--- src/ortl_pkg.sv ---
`timescale 1ns / 1ps
// Shared types and codes for the ordered route table lookup block.
// No dependencies; imported by the front and back ends, core, checker and testbench.
package ortl_pkg;

	localparam logic [1:0] CMD_LOOKUP = 2'd0;
	localparam logic [1:0] CMD_ADD    = 2'd1;
	localparam logic [1:0] CMD_REMOVE = 2'd2;

	localparam logic [1:0] ST_OK      = 2'd0;
	localparam logic [1:0] ST_FULL    = 2'd1;
	localparam logic [1:0] ST_LOCKED  = 2'd2;
	localparam logic [1:0] ST_NOENTRY = 2'd3;

	typedef struct packed {
		logic [1:0]  cmd;
		logic [31:0] lookup_addr;
		logic [31:0] route_net;
		logic [31:0] route_mask;
		logic [31:0] route_next_hop;
		logic        route_direct;
		logic [3:0]  remove_pos;
	} in_item_t;

	typedef struct packed {
		logic        hit;
		logic [31:0] next_hop;
		logic [1:0]  status;
		logic [4:0]  entry_count;
	} out_item_t;

	typedef enum logic [1:0] {
		OP_LOOKUP,
		OP_ADD,
		OP_REMOVE,
		OP_NONE
	} op_kind_t;

	typedef struct packed {
		logic [31:0] net;
		logic [31:0] mask;
		logic [31:0] hop;
		logic        direct;
	} route_t;

	typedef struct packed {
		op_kind_t    kind;
		logic [31:0] addr;
		route_t      route;
		logic [3:0]  rpos;
	} op_t;

endpackage

--- src/ortl_chan_if.sv ---
`timescale 1ns / 1ps
// Valid/ready channel carrying one item of payload type T.
// No dependencies; the payload type is chosen where the interface is instantiated.
interface ortl_chan_if #(parameter type T = logic) ();
	logic valid;
	logic ready;
	T     data;

	modport source(output valid, output data, input ready);
	modport sink(input valid, input data, output ready);
endinterface

--- src/ortl_back.sv ---
`timescale 1ns / 1ps
// Back end: route table cells, per-entry compares, ordered insert and remove.
// Depends on ortl_pkg and ortl_chan_if.
module ortl_back #(
	parameter int TABLE_DEPTH = 16
) (
	input  logic           clk,
	input  logic           arst_n,
	input  ortl_pkg::op_t  op,
	input  logic           op_valid,
	output logic           op_ready,
	ortl_chan_if.source    rsp
);
	import ortl_pkg::*;

	localparam int D  = TABLE_DEPTH;
	localparam int CW = $clog2(D + 1);
	localparam int PW = (CW > 4) ? CW : 4;

	typedef enum logic {ST_PICK, ST_APPLY} state_t;

	state_t          state_q;
	logic [CW-1:0]   count_q;
	logic            out_v_q;
	out_item_t       out_q;
	route_t          tbl_q [D];

	op_t             op_s1;
	logic [D-1:0]    match_s1;
	logic [D-1:0]    cand_s1;
	logic [D-1:0]    live_s1;

	logic [D-1:0]    live;
	logic [D-1:0]    match;
	logic [D-1:0]    cand;
	logic [D-1:0]    first_hit;
	logic [D-1:0]    first_cand;
	logic [D-1:0]    ge_ins;
	logic [D-1:0]    ge_rm;
	logic [D-1:0]    rsel;
	logic [D-1:0]    dir_vec;
	logic [31:0]     nh;
	logic            full;
	logic            rpos_ok;
	logic            rpos_direct;
	logic            apply;
	logic            wr_ins;
	logic            wr_rm;
	logic [CW-1:0]   count_d;
	out_item_t       res;
	route_t          tbl_d [D];

	assign op_ready  = (state_q == ST_PICK);
	assign apply     = (state_q == ST_APPLY) && (!out_v_q || rsp.ready);
	assign rsp.valid = out_v_q;
	assign rsp.data  = out_q;

	always_comb begin
		for (int i = 0; i < D; i++) begin
			live[i]    = CW'(i) < count_q;
			match[i]   = live[i] && ((tbl_q[i].mask & op.addr) == tbl_q[i].net);
			cand[i]    = live[i] && !tbl_q[i].direct && (tbl_q[i].mask <= op.route.mask);
			dir_vec[i] = tbl_q[i].direct;
			rsel[i]    = PW'(i) == PW'(op_s1.rpos);
			ge_rm[i]   = PW'(i) >= PW'(op_s1.rpos);
		end
	end

	always_comb begin
		first_hit  = match_s1 & (~match_s1 + 1'b1);
		first_cand = cand_s1 & (~cand_s1 + 1'b1);
		nh = '0;
		for (int i = 0; i < D; i++)
			nh = nh | (first_hit[i] ? tbl_q[i].hop : 32'd0);
		if (op_s1.route.direct)
			ge_ins = '1;
		else if (|cand_s1)
			ge_ins = ~(first_cand - 1'b1);
		else
			ge_ins = ~live_s1;
		full        = count_q == CW'(D);
		rpos_ok     = PW'(op_s1.rpos) < PW'(count_q);
		rpos_direct = |(rsel & dir_vec);
	end

	always_comb begin
		res     = '0;
		count_d = count_q;
		wr_ins  = 1'b0;
		wr_rm   = 1'b0;
		unique case (op_s1.kind)
			OP_LOOKUP: begin
				res.hit      = |match_s1;
				res.next_hop = nh;
			end
			OP_ADD: begin
				if (full) begin
					res.status = ST_FULL;
				end else begin
					wr_ins  = 1'b1;
					count_d = count_q + 1'b1;
				end
			end
			OP_REMOVE: begin
				if (!rpos_ok) begin
					res.status = ST_NOENTRY;
				end else if (rpos_direct) begin
					res.status = ST_LOCKED;
				end else begin
					wr_rm   = 1'b1;
					count_d = count_q - 1'b1;
				end
			end
			default: ;
		endcase
		res.entry_count = 5'(count_d);
	end

	always_comb begin
		for (int i = 0; i < D; i++) begin
			tbl_d[i] = tbl_q[i];
			if (wr_ins) begin
				if (ge_ins[i] && (i == 0 || !ge_ins[(i == 0) ? 0 : i - 1]))
					tbl_d[i] = op_s1.route;
				else if (ge_ins[i])
					tbl_d[i] = tbl_q[(i == 0) ? 0 : i - 1];
			end else if (wr_rm) begin
				if (ge_rm[i] && i < D - 1)
					tbl_d[i] = tbl_q[(i == D - 1) ? i : i + 1];
			end
		end
	end

	always_ff @(posedge clk or negedge arst_n) begin
		if (!arst_n) begin
			state_q <= ST_PICK;
			count_q <= '0;
			out_v_q <= 1'b0;
			out_q   <= '0;
		end else begin
			if (apply)
				out_v_q <= 1'b1;
			else if (rsp.ready)
				out_v_q <= 1'b0;
			unique case (state_q)
				ST_PICK: begin
					if (op_valid)
						state_q <= ST_APPLY;
				end
				ST_APPLY: begin
					if (apply) begin
						state_q <= ST_PICK;
						count_q <= count_d;
						out_q   <= res;
					end
				end
				default: state_q <= ST_PICK;
			endcase
		end
	end

	always_ff @(posedge clk) begin
		if (op_ready && op_valid) begin
			op_s1    <= op;
			match_s1 <= match;
			cand_s1  <= cand;
			live_s1  <= live;
		end
		if (apply)
			tbl_q <= tbl_d;
	end
endmodule

--- src/flat_wrapper.sv ---
// flat-port wrapper written by rule: the top's interface ports become plain ports
module ortl_back_flat import ortl_pkg::*;
#(
	parameter int TABLE_DEPTH = 16
)
  (clk, arst_n, op, op_valid, op_ready, rsp_valid, rsp_data, rsp_ready);
  ortl_chan_if rsp_i ();
  input  logic clk;
  input  logic arst_n;
  input  ortl_pkg::op_t op;
  input  logic op_valid;
  output logic op_ready;
  output wire logic [$bits(rsp_i.valid)-1:0] rsp_valid;
  output wire logic [$bits(rsp_i.data)-1:0] rsp_data;
  input wire logic [$bits(rsp_i.ready)-1:0] rsp_ready;
  assign rsp_valid = rsp_i.valid;
  assign rsp_data = rsp_i.data;
  assign rsp_i.ready = rsp_ready;
  ortl_back #(.TABLE_DEPTH(TABLE_DEPTH)) u_core (.clk(clk), .arst_n(arst_n), .op(op), .op_valid(op_valid), .op_ready(op_ready), .rsp(rsp_i));
endmodule
--- config.mk ---
export PLATFORM = sky130hd
export DESIGN_NAME = ortl_back_flat
export DESIGN_NICKNAME = d
export VERILOG_FILES = /design/src/ortl_pkg.sv /design/src/ortl_chan_if.sv /design/src/ortl_back.sv /design/src/flat_wrapper.sv
export SDC_FILE = /design/constraint.sdc
export NUM_CORES = 2
export LEC_CHECK = 0
export ABC_CLOCK_PERIOD_IN_PS = 5010
export CAP_MARGIN = 0
export CORE_UTILIZATION = 45
export DETAILED_ROUTE_END_ITERATION = 8
export DONT_BUFFER_PORTS = 1
export SETUP_SLACK_MARGIN = 0.4
export SLEW_MARGIN = 5
export SYNTH_ARGS = -nofsm -noshare
export SYNTH_HDL_FRONTEND = slang
export SYNTH_SLANG_ARGS = --single-unit
--- constraint.sdc ---
create_clock -name clk -period 5.01 [get_ports clk]
set_input_delay 0.7515 -clock clk [delete_from_list [all_inputs] [get_ports clk]]
set_output_delay 0.7515 -clock clk [all_outputs]
set_load 0.02 [all_outputs]
### Word-level counts from Yosys, hierarchy flattened

Index checks and enable logic that the tools add are counted.

| cells by class | value |
|---|---|
| $add $sub $neg | 4 |
| multipliers | 0 |
| div/mod/pow operators | 0 |
| order comparisons | 48 |
| eq/ne operators | 36 |
| shifts and indexed selects | 0 |
| mux-type cells | 92 |
| bitwise operators | 6 |
| reduce and logical (&&, ||, !) cells | 121 |

Operator list:

| operator | number |
|---|---|
| 97-bit two-way mux | 76 |
| 32-bit <= comparator | 16 |
| 4-bit AND reduction | 15 |
| 1-bit logical AND | 49 |
| 16-bit NOT | 3 |
| 3-bit by 2-bit != test with 1-bit output (second input constant) | 14 |
| 4-bit by 5-bit < comparator with 1-bit output (first input constant) | 8 |
| 2-bit nonzero test | 19 |
| 16-bit AND | 2 |
| 4-bit == test (first input constant) | 8 |
| 1-bit zero test | 32 |
| 16-bit two-way mux | 2 |
| 16-bit OR reduction | 2 |
| 4-bit greater-or-equal comparator (first input constant) | 7 |
| 3-bit by 5-bit < comparator with 1-bit output (first input constant) | 4 |
| 16-bit by 1-bit adder with 16-bit output (second input constant) | 1 |
| 3-bit by 4-bit == test with 1-bit output (first input constant) | 4 |
| 3-bit by 4-bit greater-or-equal comparator with 1-bit output (first input constant) | 4 |
| 16-bit by 1-bit subtractor with 16-bit output (second input constant) | 1 |
| 5-bit two-way mux | 3 |
| 1-bit by 5-bit < comparator with 1-bit output (first input constant) | 2 |
| 2-bit by 5-bit < comparator with 1-bit output (first input constant) | 2 |
| 5-bit case mux with 2 select lines | 1 |
| 1-bit two-way mux | 9 |
| 18 further kinds | 23 |

| storage, ports and cells | value |
|---|---|
| flip-flop bits (word level) | 1,694 |
| bits in latches | 0 |
| bits in writable memories | 0 |
| memory bits (read-only) | 0 |
| input port bits | 139 |
| output and inout port bits | 3 |
| logic and storage cells | 382 |
| memories | 0 |

### Logic depth before layout (Yosys ltp)

| logic depth | value |
|---|---|
| depth after elaboration | 11 |
| gate-level depth with buffers | 11 |
| depth with buffers taken out | 9 |

### Least setup slack after synthesis

Ideal clock, no wire load.

| timing | value |
|---|---|
| kind | flip-flop to flip-flop |
| start point | register u_core.op_s1[0] in the netlist's numbering |
| end point | register u_core.tbl_q (netlist bit u_core.dir_vec[13]) (enable) |
| library setup time | 0.474 ns |
| data arrival time | 4.710 ns |
| required time | 4.536 ns |
| setup slack | -0.174 ns |
| stages on the path, launching flop included | 10 |
| path buffers | 3 |
| period minus slack after synthesis | 5.184 ns |
| cell sequence | edfxtp_1 clkbuf_1 mux4_2 nand3_1 o211a_1 o31a_1 clkbuf_1 o21ai_0 clkbuf_1 a211oi_1 |

| on the way | value |
|---|---|
| longest elaborated chain between the ends | 8 |
| elaborated cells on any way between the ends | 26 |
| those cells by class | 2 x order compare; 15 x eq/ne; 3 x mux; 1 x bitwise; 5 x reduce/logical |

Ends and longest elaborated chain:

| element | RTL line | RTL |
|---|---|---|
| start, declared | ortl_back.sv:28 | `op_t op_s1;` |
| start signal, assigned | ortl_back.sv:164 | `op_s1 <= op;` |
| 1-bit by 4-bit == test with 1-bit output (tied with other cells) | ortl_back.sv:64 | `rsel[i] = PW'(i) == PW'(op_s1.rpos);` |
| 16-bit AND | ortl_back.sv:83 | `rpos_direct = \|(rsel & dir_vec);` |
| 16-bit OR reduction | ortl_back.sv:83 |  |
| 1-bit two-way mux | ortl_back.sv:107 | `end else if (rpos_direct) begin` |
| 1-bit two-way mux | ortl_back.sv:105 | `if (!rpos_ok) begin` |
| 1-bit two-way mux | ortl_back.sv:91 | `unique case (op_s1.kind)` |
| 2-bit nonzero test (no line) | -- |  |
| 4-bit AND reduction (no line) * | -- |  |
| end signal, assigned | ortl_back.sv:170 | `tbl_q <= tbl_d;` |
| end, declared | ortl_back.sv:26 | `route_t tbl_q [D];` |

Mark *: on every way between the ends. The rest lies on a longest branch, timed or not.
A chain may end at the register's enable or synchronous reset.

==> results.sh <==
export IMPL_clk_latency_ns=0.66
export IMPL_area_delta_synth_final_pct=9.67
export IMPL_grt_pass1_wl_mm=202
export IMPL_cp_arrival_ns=4.34
export IMPL_via_count=31600
export IMPL_dr_first_iter_drc_count=3159
export IMPL_worstPathCellList="or4_1 > nor3_1 > nand3_1 > a211oi_1 > o21a_2 > buf_4 > mux2i_1 > o21ai_0"
export IMPL_initial_utilization_pct=45.5
export IMPL_syn_inst=3913
export IMPL_nets=4527
export IMPL_vias_per_cell=6.17
export IMPL_globalplace_congestion=0.921
export IMPL_max_slew_margin_rel_pct=29.3
export IMPL_fp_dieH_um=304
export IMPL_vdd_drop_max_mv=0.215
export IMPL_endpoint_kind="flip-flop"
export IMPL_layout_drive_gt1_share_pct=7.07
export IMPL_synth_ff_type="edfxtp_1"
export IMPL_ctsHoldBuffers=1
export IMPL_avgSynthCellArea_sq_um=10.5
export IMPL_fmax_mhz=251
export IMPL_leakagePower_nw=17.1
export IMPL_cp_slowest_cell="a211oi_1"
export IMPL_drt_wl_total_mm=135
export IMPL_async_flop_share_pct=1.16
export IMPL_post_cts_buffers=0
export IMPL_syn_area_sq_um=41000
export IMPL_finalSetupViolCount=0
export IMPL_ant_nets=0
export IMPL_io_pins=142
export IMPL_antenna_found_initial=4
export IMPL_synth_distinct_cells=75
export IMPL_hold_slack_ns=0.188
export IMPL_crit_fanout=18
export IMPL_tightestPinTransition_ns=1.06
export IMPL_finalHoldViolCount=0
export IMPL_critPathLaunchType="flip-flop"
export IMPL_fp_coreArea_sq_um=90100
export IMPL_grt_start_max_net_pins=188
export IMPL_synth_nets=4570
export IMPL_timing_critical_path_buf_inv=1
export IMPL_htree_levels=3
export IMPL_clock_path_buffers=3
export IMPL_fin_crit_sh_pct=79.5
export IMPL_ys_ff_latch=606
export IMPL_drcViolationCount=0
export IMPL_grt_overflow=0
export IMPL_worstPathRequired_ns=5.37
export IMPL_tritoncts="yes"
export IMPL_p_per_area_nw_per_um2=391
export IMPL_port_buffers=0
export IMPL_status="complete, no violations"
export IMPL_dpl_cell_area_sq_um=42600
export IMPL_fin_area_sq_um=45000
export IMPL_ys_seq_area_share_pct=44.3
export IMPL_period_needed_ns=3.98
export IMPL_rows=110
export IMPL_cts_root_buf="clkbuf_16"
export IMPL_critical_path_class="flip-flop to flip-flop"
export IMPL_worstHoldPathType="input pin to flip-flop"
export IMPL_drv_cap=0
export IMPL_die_x_um=304
export IMPL_rsz0062_at_grt="false"
export IMPL_dieArea_sq_um=92300
export IMPL_slew_viol_final=0
export IMPL_skew_ns=0.0285
export IMPL_grt_pass1_vias=30900
export IMPL_cpPeakStageDelay_ns=0.75
export IMPL_cts_buffers=75
export IMPL_cts_resized=0
export IMPL_dr_pass1_iters=6
export IMPL_clk_pin_slew_worst_paths_ns=0.06
export IMPL_cts_sinks=606
export IMPL_grt_use_total_pct=28.9
export IMPL_dp_hpwl_mm=98.1
export IMPL_yosysWarningCount=0
export IMPL_crit_family="compound AO/OA/AOI/OAI gates"
export IMPL_wl_per_cell_um=26.5
export IMPL_synth_edf_count=599
==> metal layers <==
metal	GRT usage (%)	up-vias	part of all wire [%]
met5	0	-	0
met4	11.5	0	3.6
met2	44.9	1195	45
met1	40.3	15400	45
met3	4.60	203	7.1
li1	-	14800	-
==> flip-flops by register name, indices dropped and copies added, names as in the netlist <==
register          flops
u_core.tbl_q        512
u_core.op_s1         39
u_core.cand_s1       16
u_core.dir_vec       16
u_core.live_s1       16
u_core.count_q        5
u_core.rsp.valid      1
u_core.state_q        1
==> path summary, 6_finish.rpt <==
path | start | slack [ns] | to | cells after the start
worst max-delay path | u_core.cand_s1[1] | 1.03 | u_core.tbl_q[234] | 8
worst min-delay path | op[58] | 0.19 | u_core.op_s1[58] | 0
worst max register to register | u_core.cand_s1[1] | 1.03 | u_core.tbl_q[234] | 8
worst min register to register | u_core.tbl_q[57] | 0.57 | u_core.tbl_q[154] | 2
max in group asynchronous | arst_n | 4.29 | u_core.count_q[0] | 1
min in group asynchronous | arst_n | 0.45 | u_core.count_q[4] | 1
==> cells in the mapped netlist, types with 15 or more instances <==
library cell	count	area, sq um
nand2_1	654	2450
edfxtp_1	599	18000
ha_1	518	6480
o21ai_0	487	2440
mux2i_1	413	4130
a21oi_1	164	821
clkbuf_1	129	484
nand4_1	95	594
nor2_1	85	319
a21o_1	83	623
nand3_1	79	395
inv_1	76	285
nor3_1	46	230
o211ai_1	45	338
buf_2	39	195
nor2b_1	34	213
a211oi_1	33	248
mux2_2	32	360
buf_4	31	233
o21ai_1	27	135
nor4_1	21	131
o21a_1	17	128
a2111oi_0	15	131
==> area by class of cell <==
type	count	area, sq um
Fill cell	8107	45200
Multi-Input combinational cell	3017	21800
Sequential cell	606	18200
Clock buffer	93	2010
Tap cell	1176	1470
Timing Repair Buffer	94	896
Clock inverter	46	382
Inverter	76	285
Antenna cell	6	15.0
==> stage by stage <==
step / worst slack (ns) / utilization [%] / TNS, ns / cells / power, mW
finish: 1.03 / 49.9 / 0 / 5114 / 17.6
CTS: 1.06 / 49.9 / 0 / 5108 / 17.5
floorplan: -0.174 / - / -11.48 / 3913 / 10.3
detailed placement: 1.05 / 47.2 / 0 / 4968 / 12.1
global placement: 1.14 / 47.2 / 0 / 4968 / 12.0
global route: 0.847 / 49.9 / 0 / 5114 / 18.3
==> logic make-up after synthesis <==
kind of cell	after synthesis	synth area share [%]
adders and majority gates	518	15.8
buffers and inverters	290	3.19
xor gates and xnor gates	4	0.0854
DFF	606	44.3
muxes	447	11.1
AOI/OAI and AO/OA	957	13.6
and+or+nand+nor	1091	12.0
==> where the power goes <==
part | switching [mW] | total, mW | internal (mW) | leakage, nW
sequential | 0.914 | 7.65 | 6.74 | 5.58
clock | 2.34 | 5.45 | 3.11 | 1.17
combinational | 2.97 | 4.49 | 1.51 | 10.3
total | 6.22 | 17.6 | 11.4 | 17.1
==> cell usage in the layout, fill, tap and decap left out, drive strengths merged, types with 5 or more instances in the layout <==
cell | Yosys | routed
nand2 | 654 | 654
edfxtp | 599 | 599
ha | 518 | 518
o21ai | 517 | 517
mux2i | 413 | 413
a21oi | 167 | 167
nand4 | 95 | 95
clkbuf | 129 | 93
buf | 85 | 93
nor2 | 91 | 91
a21o | 83 | 83
nand3 | 79 | 79
inv | 76 | 78
nor3 | 47 | 47
o211ai | 45 | 45
clkinv | 0 | 37
nor2b | 34 | 34
a211oi | 33 | 33
mux2 | 32 | 32
nor4 | 21 | 21
o21a | 17 | 17
a2111oi | 15 | 15
and4 | 14 | 14
nand2b | 14 | 14
and3 | 12 | 12
o311ai | 9 | 9
o21bai | 9 | 9
a31oi | 9 | 9
o22ai | 7 | 7
dfrtp | 7 | 7
diode | 0 | 6
or4 | 6 | 6
or3 | 6 | 6
a211o | 5 | 5
o31ai | 5 | 5
bufinv | 0 | 5
nor3b | 5 | 5
(Power assumes the default switching activity.)
