==> config.mk <==
export PLATFORM = sky130hd
export DESIGN_NAME = ortl_queue
export DESIGN_NICKNAME = d
export VERILOG_FILES = /design/src/ortl_queue.sv
export SDC_FILE = /design/constraint.sdc
export NUM_CORES = 1
export LEC_CHECK = 0
export BUFFER_PORTS_ARGS = -buffer_cell sky130_fd_sc_hd__buf_2
export CORE_AREA = 2 2 39 41
export DETAILED_ROUTE_END_ITERATION = 6
export DIE_AREA = 0 0 41 43
export PLACE_DENSITY = 0.37
export SLEW_MARGIN = 40
export SYNTH_ARGS = -nofsm -noshare
export SYNTH_HDL_FRONTEND = slang
export SYNTH_SLANG_ARGS = --single-unit
==> constraint.sdc <==
create_clock -name clk -period 1.5 [get_ports clk]
set_input_delay 0 -clock clk [delete_from_list [all_inputs] [get_ports clk]]
set_output_delay 0 -clock clk [all_outputs]
set_load 0.01 [all_outputs]
==> src/ortl_queue.sv <==
`timescale 1ns / 1ps
// Short FIFO between the front end and the back end.
// Depends on nothing; element type and depth are parameters.
module ortl_queue #(
	parameter type T     = logic,
	parameter int  DEPTH = 2
) (
	input  logic clk,
	input  logic arst_n,
	input  T     push_data,
	input  logic push_valid,
	output logic push_ready,
	output T     pop_data,
	output logic pop_valid,
	input  logic pop_ready
);
	localparam int PTRW = (DEPTH > 1) ? $clog2(DEPTH) : 1;
	localparam int CNTW = $clog2(DEPTH + 1);

	T                slot_q [DEPTH];
	logic [PTRW-1:0] wr_ptr_q;
	logic [PTRW-1:0] rd_ptr_q;
	logic [CNTW-1:0] fill_q;
	logic            do_push;
	logic            do_pop;

	assign push_ready = fill_q != CNTW'(DEPTH);
	assign pop_valid  = fill_q != '0;
	assign pop_data   = slot_q[rd_ptr_q];
	assign do_push    = push_valid && push_ready;
	assign do_pop     = pop_valid && pop_ready;

	always_ff @(posedge clk or negedge arst_n) begin
		if (!arst_n) begin
			wr_ptr_q <= '0;
			rd_ptr_q <= '0;
			fill_q   <= '0;
		end else begin
			if (do_push)
				wr_ptr_q <= (wr_ptr_q == PTRW'(DEPTH - 1)) ? '0 : wr_ptr_q + 1'b1;
			if (do_pop)
				rd_ptr_q <= (rd_ptr_q == PTRW'(DEPTH - 1)) ? '0 : rd_ptr_q + 1'b1;
			if (do_push && !do_pop)
				fill_q <= fill_q + 1'b1;
			else if (do_pop && !do_push)
				fill_q <= fill_q - 1'b1;
		end
	end

	always_ff @(posedge clk) begin
		if (do_push)
			slot_q[wr_ptr_q] <= push_data;
	end
endmodule

Word level (Yosys, flattened, before mapping)
Memory sizes are Yosys's and may differ from the RTL's.
Cells that the tools add are included.
{ "totals": {"ramBits": 2, "memories": 1, "output_inout_bits": 3, "reg_bits": 4, "inputBits": 5} }
{ "memory_table": {"columns": ["name", "depth", "width", "read_ports", "rd_clocked_by_memory_dff", "wr", "line_no", "text"], "rows": [
  ["slot_q", 2, 1, 1, 0, 1, "20", "T slot_q [DEPTH];"]
]} }
{ "op_classes": {"n_reduce_logical": 8, "n_eq_ne": 1, "n_mux": 6, "add_sub_neg": 4} }
{ "op_table": {"columns": ["operator", "count"], "rows": [
  ["$logic_and 1x1->1", 4],
  ["$mux 1", 4],
  ["$mux 2", 2],
  ["$reduce_bool 2->1", 2],
  ["$add 1x1->1 const B", 2],
  ["$add 2x1->2 const B", 1],
  ["$logic_not 1->1", 2],
  ["$ne 2x2->1 const B", 1],
  ["$sub 2x1->2 const B", 1]
]} }

Depth between registers and ports, before layout
Gate-level depths: netlist (run 1).
{ "logic_depth": {"ltp_word": 6, "mapped_depth": 7, "mapped_depth_nobuf": 7} }

Least setup slack after synthesis (run 1)
OpenSTA, ideal clock, no wires.
{ "synth_timing": {"kind": "reg2reg", "from": "reg fill_q[0]", "to": "reg fill_q[1]", "slack_ns": 0.136, "t_required_ns": 1.421, "arrival_ns": 1.285, "setup_ns": 0.079, "period_less_slack_ns": 1.364, "stages_incl_launch_ff": 7, "cell_sequence": "dfrtp_1 > nand2b_4 > nand2_1 > inv_1 > ha_1 > nor2_1 > xor2_1"} }
{ "synth_between": {"elab_chain_cells": 5, "elab_cells_between_ends": 13, "classes_between": "add/sub: 2; eq/ne: 1; mux: 2; reduce/logical: 8"} }
{ "synth_rtl": {"columns": ["item", "line_no", "text"], "rows": [
  ["start, declared", "23", "logic [CNTW-1:0] fill_q;"],
  ["start signal, assigned", "44", "fill_q <= fill_q + 1'b1;"],
  ["start signal, assigned", "46", "fill_q <= fill_q - 1'b1;"],
  ["$ne 2x2->1 *", "27", "assign push_ready = fill_q != CNTW'(DEPTH);"],
  ["named net push_ready", "12", "output logic push_ready,"],
  ["$logic_and 1x1->1 *", "30", "assign do_push = push_valid && push_ready;"],
  ["named net do_push", "24", "logic do_push;"],
  ["$logic_not 1->1", "45", "else if (do_pop && !do_push)"],
  ["$logic_and 1x1->1", "45", null],
  ["$reduce_bool 2->1 (no line)", null, null]
]} }
Mark *: on every way through the listed nets, which the timed path passes. The rest lies on a longest branch. The select of a mux whose other input is x is not followed.
A chain may end at the register's enable or synchronous reset.

Final worst setup path (run 1)
{ "layout_timing": {"from": "reg fill_q[0]", "to": "reg fill_q[1]"} }
{ "layout_between": {"elab_chain_cells": 5, "elab_cells_between_ends": 13, "classes_between": "add/sub: 2; eq/ne: 1; mux: 2; reduce/logical: 8"} }
{ "layout_rtl": {"columns": ["item"], "rows": [
  ["branches (longest 5 deep; another with $sub 2x1->2)"]
]} }
Parallel ways; which one is timed is not known. The select of a mux whose other input is x is not followed.

==> out/metrics.csv, run 1 <==
metric;value;unit
status;complete, no violations;
synthesized area;283;µm²
GR Util All Layers;8.28;%
HP Class;in2reg;
grt peak-use layer;met2;
met3 Use GR;6.28;%
GRT Residual Overflow;0;
total core area;1380;µm²
Final Hold Vio Count;0;
post-synthesis sequential element count;6;
total detailed-routing wirelength;528;µm
endpoints failing setup;0;
total clock sinks;6;
commonest non-fill, non-tap cell in the layout;buf_2;
DR pass1 iterations;1;
io pins;8;
Longest Clk Path Bufs;2;
Final Power;830;µW
RSZ-0062 raised after global routing;no;
vias per cell;3.90;
Die Y;43;µm
fin worst setup slack;0.0810;ns
Placement Setup Slack;0.0533;ns
Critical Path Source Type;flip-flop;
placer congestion estimate;0.656;
starting density of the core;20.4;%
Fillers;157;
PortBufs;7;
first-pass GRT wire length;834;µm
Power per Cell Area;2090;nW/µm²
Synth cell types;13;
CP most frequent cell;xor2_1;
via count of the first global-routing pass;192;
worst clock skew;0.00665;ns
CP Cell Sequence;or2_4, nand2_4, ha_2, xor2_1, nor2_1, xor2_1;
GRT met2 Usage;10.9;%
CTS tree;yes;
part of the Yosys area used for sequential elements;56.6;%
crit path DAT;1.54;ns
Tmin final;1.42;ns
insertion delay to the later sink of the worst-skew pair;0.25;ns
routed len/inst;10.6;µm
Die Wd;41;µm
Pins Over Slew Limit;0;
Post-DRT Antenna Nets;0;
FF/Latch Area;160;µm²
Clock Pin Slew Worst Setup and Hold Paths;0.05;ns
row cnt;14;
Area growth, synth to finish;40.7;%
initial antenna violation count;0;
VDD IR max;0.000578;V
Final Util;28.8;%
CP required;1.63;ns
met1 Track Usage GR;7.54;%
layout cells sized above 1;50.0;%
Synth warnings;0;
HPWL after detailed placement;379;µm
total CTS buffers;3;
via count;195;
Peak Freq;0.705;GHz
Max-Cap Viols;0;
measured slew at the worst slew-check pin;0.173;ns
initial DRC count;0;
Rel. slew slack;88.5;%
synthesized net count;27;
crit-path max cell delay;0.41;ns
critical path fanouts, max;4;
Mapped Cells;21;
Die Area;1760;µm²
WS Path Type;reg2reg;
final worst-path cycle share;94.6;%
Leak;0.184;nW
multi-input combinational cell area;129;µm²
Layout Nets;42;
CP endpoint kind;flip-flop;
CTS HTree Levels;1;
root buffer cell;clkbuf_4;
critical path's slowest cell;dfrtp_1;
setup TNS;0;ns
largest net degree at the start of global routing;5;
Syn Area/Cell;13.5;µm²
most frequent cells in the layout;buf_2, dfrtp_1, xnor2_1, clkbuf_4;
n_diodes;0;
DRC;0;
state kept, by name (all words and copies together), names as in the netlist:
register  count
fill_q        2
rd_ptr_q      1
slot_q        2
wr_ptr_q      1
metal layers:
layer / up-vias / part of all wire [%]
met5: - / 0
met4: 0 / 4.0
met3: 4 / 5.7
met2: 5 / 55
met1: 93 / 35
li1: 93 / -
cell type report:
type	count	area share [%]
Timing Repair Buffer	10	15.7
Clock buffer	3	5.66
Sequential cell	6	40.3
Inverter	1	0.943
Multi-Input combinational cell	14	32.4
Tap cell	16	5.03
synthesized netlist by cell type:
cell / n / share of area [%]
nand2_4: 1 / 4.0
nand2_1: 1 / 1.3
inv_1: 1 / 1.3
nor2_1: 2 / 2.7
xor2_1: 2 / 6.2
ha_1: 1 / 4.4
or2_4: 1 / 3.1
mux2_2: 1 / 4.0
xnor2_1: 3 / 9.3
dfrtp_1: 4 / 35
nand2b_4: 1 / 4.9
edfxtp_1: 2 / 21
and3_1: 1 / 2.2
worst paths after layout:
path                                  startpoint                     to  slack (ns)  cells after the start
max reg2reg                fill_q[0]$_DFFE_PN0P_  fill_q[1]$_DFFE_PN0P_        0.08                      6
max                        fill_q[0]$_DFFE_PN0P_  fill_q[1]$_DFFE_PN0P_        0.08                      6
max in group asynchronous                 arst_n   wr_ptr_q$_DFFE_PN0P_        1.28                      2
min                                    pop_ready   rd_ptr_q$_DFFE_PN0P_       0.009                      3
min reg2reg                 rd_ptr_q$_DFFE_PN0P_   rd_ptr_q$_DFFE_PN0P_        0.50                      1
min in group asynchronous                 arst_n  fill_q[0]$_DFFE_PN0P_        0.09                      2
report_power, final:
group | total [mW] | internal (mW) | switching [mW]
logic | 0.365 | 0.206 | 0.159
registers | 0.310 | 0.246 | 0.0640
clock network | 0.155 | 0.0909 | 0.0646
metrics by stage:
| stage | cell area, µm² | std cells | hold slack [ns] |
|---|---|---|---|
| final | 398 | 50 | 0.00888 |
| after global routing | 398 | 50 | 0.0323 |
| after CTS | 380 | 49 | 0.00398 |
| after detailed placement | 338 | 44 | -0.180 |
| after global placement | 338 | 44 | -0.186 |
| after floorplan | 283 | 21 | -0.296 |
critical path: cells and delay by family (launching register included):
kind          cells  cell delay [ns]
simple gates      3             0.42
flops             1             0.41
fa+ha+maj         1             0.17
xor+xnor          2             0.29
what timing repair did:
item / CTS / global route
setup buffers: 0 / 1
resized for setup: 0 / 3
hold buffers: 2 / 0
hold endpoints to repair: 6 / 0
setup endpoints to repair: 0 / 1
cell families after synthesis:
kind of cell,after synthesis,share of synthesized area [%]
xor gates and xnor gates,5,15.5
adders and majority gates,1,4.42
buffers and inverters,1,1.33
DFF,6,56.6
muxes,1,3.98
and+or+nand+nor,7,18.1
Power figures use the tool's default switching activity.
==> run 2: changes to the inputs <==
Settings changed: PLACE_DENSITY 0.37 to 0.46, SKIP_LAST_GASP from default to 1.
==> run 2 against run 1 <==
  * Combinational power decreased by 2%
  * Die area unchanged
  * Fmax increased by 0.56%
  * Sequential power about the same
  * Non-clock buffer count unchanged
  * Critical path depth increased by 1
  * Power decreased by 1.1%
  * Clock skew about the same
  * Via count increased by 1.0%
==> out/metrics.csv, run 2 (synthesis results as in run 1) <==
metric;value;unit;change
vias per cell;3.86;;-0.96%
total clock sinks;6;;unchanged
Final Hold Vio Count;0;;unchanged
Post-DRT Antenna Nets;0;;unchanged
Layout Nets;42;;unchanged
placer congestion estimate;0.600;;-8.5%
Crit path depth;7;;+1
Comb pwr share;43.6;%;-0.4 points
GRT Residual Overflow;0;;unchanged
VDD IR max;0.000427;V;-26%
Critical Path Source Type;flip-flop;;
DR pass1 iterations;2;;+1
via count of the first global-routing pass;211;;+9.9%
Power per Cell Area;2080;nW/µm²;-0.48%
initial antenna violation count;0;;unchanged
Rel. slew slack;88.7;%;+0.17 points
DP Area;338;µm²;unchanged
first-pass GRT wire length;786;µm;-5.8%
n_diodes;0;;unchanged
R2R Path End;fill_q[1]$_DFFE_PN0P_;;
crit path DAT;1.57;ns;+0.03 ns
Net Sw Power;272;µW;-5.4%
fin worst setup slack;0.0889;ns;+0.00787 ns
Placement Setup Slack;0.0435;ns;-0.00986 ns
Crit. Startpoint;fill_q[0]$_DFFE_PN0P_;;
CP Capture Point;fill_q[1]$_DFFE_PN0P_;;
io pins;8;;unchanged
GR Util All Layers;6.98;%;-1.3 points
crit-path max cell delay;0.41;ns;about the same
FF/Latch Area;161;µm²;+0.78%
multi-input combinational cell area;121;µm²;-5.8%
Flop pwr share;37.5;%;+0.2 points
WL met1;173;µm;-7.0%
internal power consumption;549;µW;+1.2%
CP endpoint kind;flip-flop;;
via count;197;;+1.0%
Register-to-Register Path Depth;7;;+1
critical path fanouts, max;3;;-1
total detailed-routing wirelength;512;µm;-3.0%
Reg2Reg Setup Slack;0.09;ns;about the same
HPWL after detailed placement;392;µm;+3.5%
Area growth, synth to finish;39.8;%;
row cnt;14;;unchanged
top flop regs;fill_q: 2 flops, slot_q: 2 flops;;
CP most frequent cell;xor2_1;;
final worst-path cycle share;94.1;%;-0.52 points
PortBufs;7;;unchanged
WS Path Type;reg2reg;;
CP Cell Sequence;nand2b_4, nand2_2, inv_1, ha_1, xor2_1, nor2_1, xor2_1;;
starting density of the core;20.4;%;unchanged
root buffer cell;clkbuf_4;;
Die Wd;41;µm;unchanged
metal3 WL;24;µm;-20%
Longest Clk Path Bufs;2;;unchanged
CTS HTree Levels;1;;unchanged
Post-Layout Cell Count;51;;+2.0%
Fillers;153;;-2.5%
status;complete, no violations;;
total CTS buffers;3;;unchanged
Clock Pin Slew Worst Setup and Hold Paths;0.04;ns;about the same
Die Area;1760;µm²;unchanged
setup TNS;0;ns;unchanged
initial DRC count;1;;+1
switch share;33.1;%;-1.5 points
most frequent cells in the layout;buf_2, xnor2_1, clkbuf_4, dfrtp_1;;
worst clock skew;0.00655;ns;-0.0000989 ns
CTS tree;yes;;
uppermost layer routed;met3;;
largest net degree at the start of global routing;5;;unchanged
Max-Cap Viols;0;;unchanged
DRC;0;;unchanged
routed len/inst;10.0;µm;-4.9%
met2 routed WL;313;µm;+8.7%
Leak;0.183;nW;-0.56%
Worst R2R Start;fill_q[0]$_DFFE_PN0P_;;
clock group share of total power;18.9;%;+0.2 points
insertion delay to the later sink of the worst-skew pair;0.24;ns;about the same
CP required;1.65;ns;+0.02 ns
critical path's slowest cell;dfrtp_2;;
CP bufs+invs;1;;+1
RSZ-0062 raised after global routing;no;;
layout cells sized above 1;48.6;%;-1.4 points
dpl cells;44;;unchanged
final instance area;395;µm²;-0.63%
HP Class;in2reg;;
Pins Over Slew Limit;0;;unchanged
measured slew at the worst slew-check pin;0.170;ns;-0.00262 ns
commonest non-fill, non-tap cell in the layout;buf_2;;
total core area;1380;µm²;unchanged
Die Y;43;µm;unchanged
Tmin final;1.41;ns;-0.00787 ns
Peak Freq;0.709;GHz;+0.56%
crit-path leading delay family;flip-flops;;
endpoints failing setup;0;;unchanged
==> run 2: timing repair <==
action | CTS | global route
endpoints found under the hold margin | 6 | 0
setup buffers | 0 | 1
hold buffers | 2 | 0
resized for setup | 0 | 2
endpoints found under the setup margin | 0 | 1
==> run 2: area by class of cell <==
class	instances	share of cell area (%)
sequential	6	40.8
multi-input combinational	14	30.7
timing repair buffer	10	15.8
clock buffer	4	6.65
tap	16	5.06
inverter	1	0.949
==> run 2: power by group through the flow <==
stage / sequential, mW / combinational, mW / clock [mW]
6_report: 0.308 / 0.358 / 0.155
5_1_grt: 0.317 / 0.398 / 0.172
4_1_cts: 0.315 / 0.333 / 0.161
3_5_place_dp: 0.317 / 0.326 / 0
3_3_place_gp: 0.307 / 0.316 / 0
2_1_floorplan: 0.301 / 0.249 / 0
==> run 2: worst min path at each step <==
| stage | start | to | slack, ns | depth (start not counted) |
|---|---|---|---|---|
| after floorplan | arst_n | fill_q[0]$_DFFE_PN0P_ | -0.30 | 0 |
| after global placement | arst_n | fill_q[1]$_DFFE_PN0P_ | -0.19 | 1 |
| after detailed placement | arst_n | rd_ptr_q$_DFFE_PN0P_ | -0.19 | 1 |
| after CTS | pop_ready | rd_ptr_q$_DFFE_PN0P_ | 0.04 | 3 |
| after global routing | pop_ready | rd_ptr_q$_DFFE_PN0P_ | 0.04 | 3 |
| final | pop_ready | rd_ptr_q$_DFFE_PN0P_ | 0.04 | 3 |
==> run 2: worst min-delay path, delay by kind of cell <==
kind | cells | cell delay, ns
buffers and inverters | 1 | 0.11
XOR/XNOR | 1 | 0.06
AND/OR/NAND/NOR | 1 | 0.06
==> run 2: metrics by stage <==
| stage | power, mW | util, % | hold WS [ns] |
|---|---|---|---|
| final | 0.821 | 28.6 | 0.0379 |
| after global routing | 0.887 | 28.6 | 0.0406 |
| after CTS | 0.809 | 27.8 | 0.0353 |
| after global placement | 0.622 | 24.4 | -0.188 |
| after detailed placement | 0.644 | 24.4 | -0.187 |
| after floorplan | 0.550 | - | -0.296 |
==> run 2: metal layers <==
layer / GRT usage (%) / vias to the layer above
met3: 1.57 / 0
met1: 5.92 / 96
met2: 12.2 / 5
met5: 0 / -
met4: 6.00 / 0
li1: - / 96
==> run 3: changes to the inputs <==
Settings changed: RECOVER_POWER from default to 25.
==> run 3 against run 2 <==
  * Design area decreased by 0.32%
  * Largest power group unchanged
  * Core utilization decreased by 0.090 points
  * Clock skew unchanged
  * Critical path depth unchanged
  * Via count unchanged
  * Critical path type unchanged
==> out/metrics.csv, run 3 (synthesis results as in run 1) <==
metric;value;unit;change
layout cells sized above 1;45.7;%;-2.9 points
initial DRC count;1;;unchanged
Final Hold Vio Count;0;;unchanged
measured slew at the worst slew-check pin;0.221;ns;+0.0510 ns
Rel. slew slack;85.3;%;-3.4 points
Die Area;1760;µm²;unchanged
Peak Freq;0.709;GHz;unchanged
CTS tree;yes;;
via count;197;;unchanged
Tmin final;1.41;ns;unchanged
endpoints failing setup;0;;unchanged
commonest non-fill, non-tap cell in the layout;buf_2;;
GRT Residual Overflow;0;;unchanged
most frequent cells in the layout;buf_2, xnor2_1, clkbuf_4, dfrtp_1;;
Leak;0.180;nW;-1.5%
Post-Layout Cell Count;51;;unchanged
RSZ-0062 raised after global routing;no;;
row cnt;14;;unchanged
critical path fanouts, max;3;;unchanged
GR Util All Layers;6.98;%;unchanged
worst clock skew;0.00655;ns;unchanged
Placement Setup Slack;0.0435;ns;unchanged
via count of the first global-routing pass;211;;unchanged
CTS HTree Levels;1;;unchanged
first-pass GRT wire length;786;µm;unchanged
Longest Clk Path Bufs;2;;unchanged
setup TNS;0;ns;unchanged
io pins;8;;unchanged
Die Wd;41;µm;unchanged
multi-input combinational cell area;121;µm²;unchanged
FF/Latch Area;161;µm²;unchanged
Power per Cell Area;2080;nW/µm²;+0.27%
Clock Pin Slew Worst Setup and Hold Paths;0.04;ns;about the same
largest net degree at the start of global routing;5;;unchanged
top flop regs;fill_q: 2 flops, slot_q: 2 flops;;
insertion delay to the later sink of the worst-skew pair;0.24;ns;about the same
total core area;1380;µm²;unchanged
DR pass1 iterations;2;;unchanged
Max-Cap Viols;0;;unchanged
vias per cell;3.86;;unchanged
final worst-path cycle share;94.1;%;unchanged
Final Util;28.5;%;-0.090 points
Die Y;43;µm;unchanged
total CTS buffers;3;;unchanged
HP Class;in2reg;;
Post-DRT Antenna Nets;0;;unchanged
n_diodes;0;;unchanged
Final Power;821;µW;about the same
DRC;0;;unchanged
routed len/inst;10.0;µm;-0.20%
dpl cells;44;;unchanged
status;complete, no violations;;
total detailed-routing wirelength;511;µm;-0.20%
fin worst setup slack;0.0889;ns;unchanged
Critical Path Source Type;flip-flop;;
Fillers;154;;+0.65%
placer congestion estimate;0.600;;unchanged
starting density of the core;20.4;%;unchanged
Area growth, synth to finish;39.4;%;
Pins Over Slew Limit;0;;unchanged
total clock sinks;6;;unchanged
HPWL after detailed placement;392;µm;unchanged
root buffer cell;clkbuf_4;;
VDD IR max;0.000426;V;about the same
crit path DAT;1.57;ns;about the same
CP endpoint kind;flip-flop;;
PortBufs;7;;unchanged
CP required;1.65;ns;about the same
Layout Nets;42;;unchanged
WS Path Type;reg2reg;;
initial antenna violation count;0;;unchanged
==> run 3: cell types whose count changed in the layout (fill, tap and decap cells not counted) <==
cell      before  now
buf_2          7    6
clkbuf_1       1    2
==> run 3: power breakdown <==
| part | total (mW) | leakage (nW) | switching, mW | internal, mW |
|---|---|---|---|---|
| registers | 0.308 | 0.0643 | 0.0590 | 0.249 |
| clock network | 0.155 | 0.0150 | 0.0545 | 0.101 |
| logic | 0.358 | 0.101 | 0.159 | 0.199 |
==> run 3: worst max-delay path: stages, from the launching register on <==
cell and delay (ns):
dfrtp_2 0.41, nand2b_4 0.15, nand2_2 0.09, inv_1 0.05, ha_1 0.20, xor2_1 0.14, nor2_1 0.12, xor2_1 0.16
==> run 3: layout make-up <==
cell class              instances  share of cell area, %
repair buffers                 10                   15.6
inverters                       1                  0.952
well taps                      16                   5.08
multi-input cells              14                   30.8
clock buffers                   4                   6.67
flip-flops and latches          6                   41.0
==> run 3: final timing paths <==
check | cells past startpoint | endpoint | slack (ns) | startpoint
hold / removal | 3 | rd_ptr_q$_DFFE_PN0P_ | 0.04 | pop_ready
setup reg to reg | 7 | fill_q[1]$_DFFE_PN0P_ | 0.09 | fill_q[0]$_DFFE_PN0P_
min in group asynchronous | 2 | wr_ptr_q$_DFFE_PN0P_ | 0.12 | arst_n
max in group asynchronous | 2 | fill_q[0]$_DFFE_PN0P_ | 1.17 | arst_n
setup / recovery | 7 | fill_q[1]$_DFFE_PN0P_ | 0.09 | fill_q[0]$_DFFE_PN0P_
hold reg to reg | 1 | rd_ptr_q$_DFFE_PN0P_ | 0.49 | rd_ptr_q$_DFFE_PN0P_
==> run 3: timing repair <==
item                                   in CTS  in global routing
buffers inserted                            0                  1
setup endpoints to repair                   0                  1
hold buffers                                2                  0
endpoints found under the hold margin       6                  0
gates resized for setup                     0                  2
==> run 3: per-layer routing <==
metal | vias to the layer above | track usage [%] | routed length [µm]
met4 | 0 | 6.00 | 0
met5 | - | 0 | 0
met2 | 5 | 12.2 | 313
met3 | 0 | 1.57 | 24
met1 | 96 | 5.92 | 172
li1 | 96 | - | -
==> run 3: metrics by stage <==
| step | hold WS [ns] | area [µm²] |
|---|---|---|
| after floorplan | -0.296 | 283 |
| after global placement | -0.188 | 338 |
| after detailed placement | -0.187 | 338 |
| after CTS | 0.0353 | 384 |
| after global routing | 0.0406 | 394 |
| final | 0.0379 | 394 |
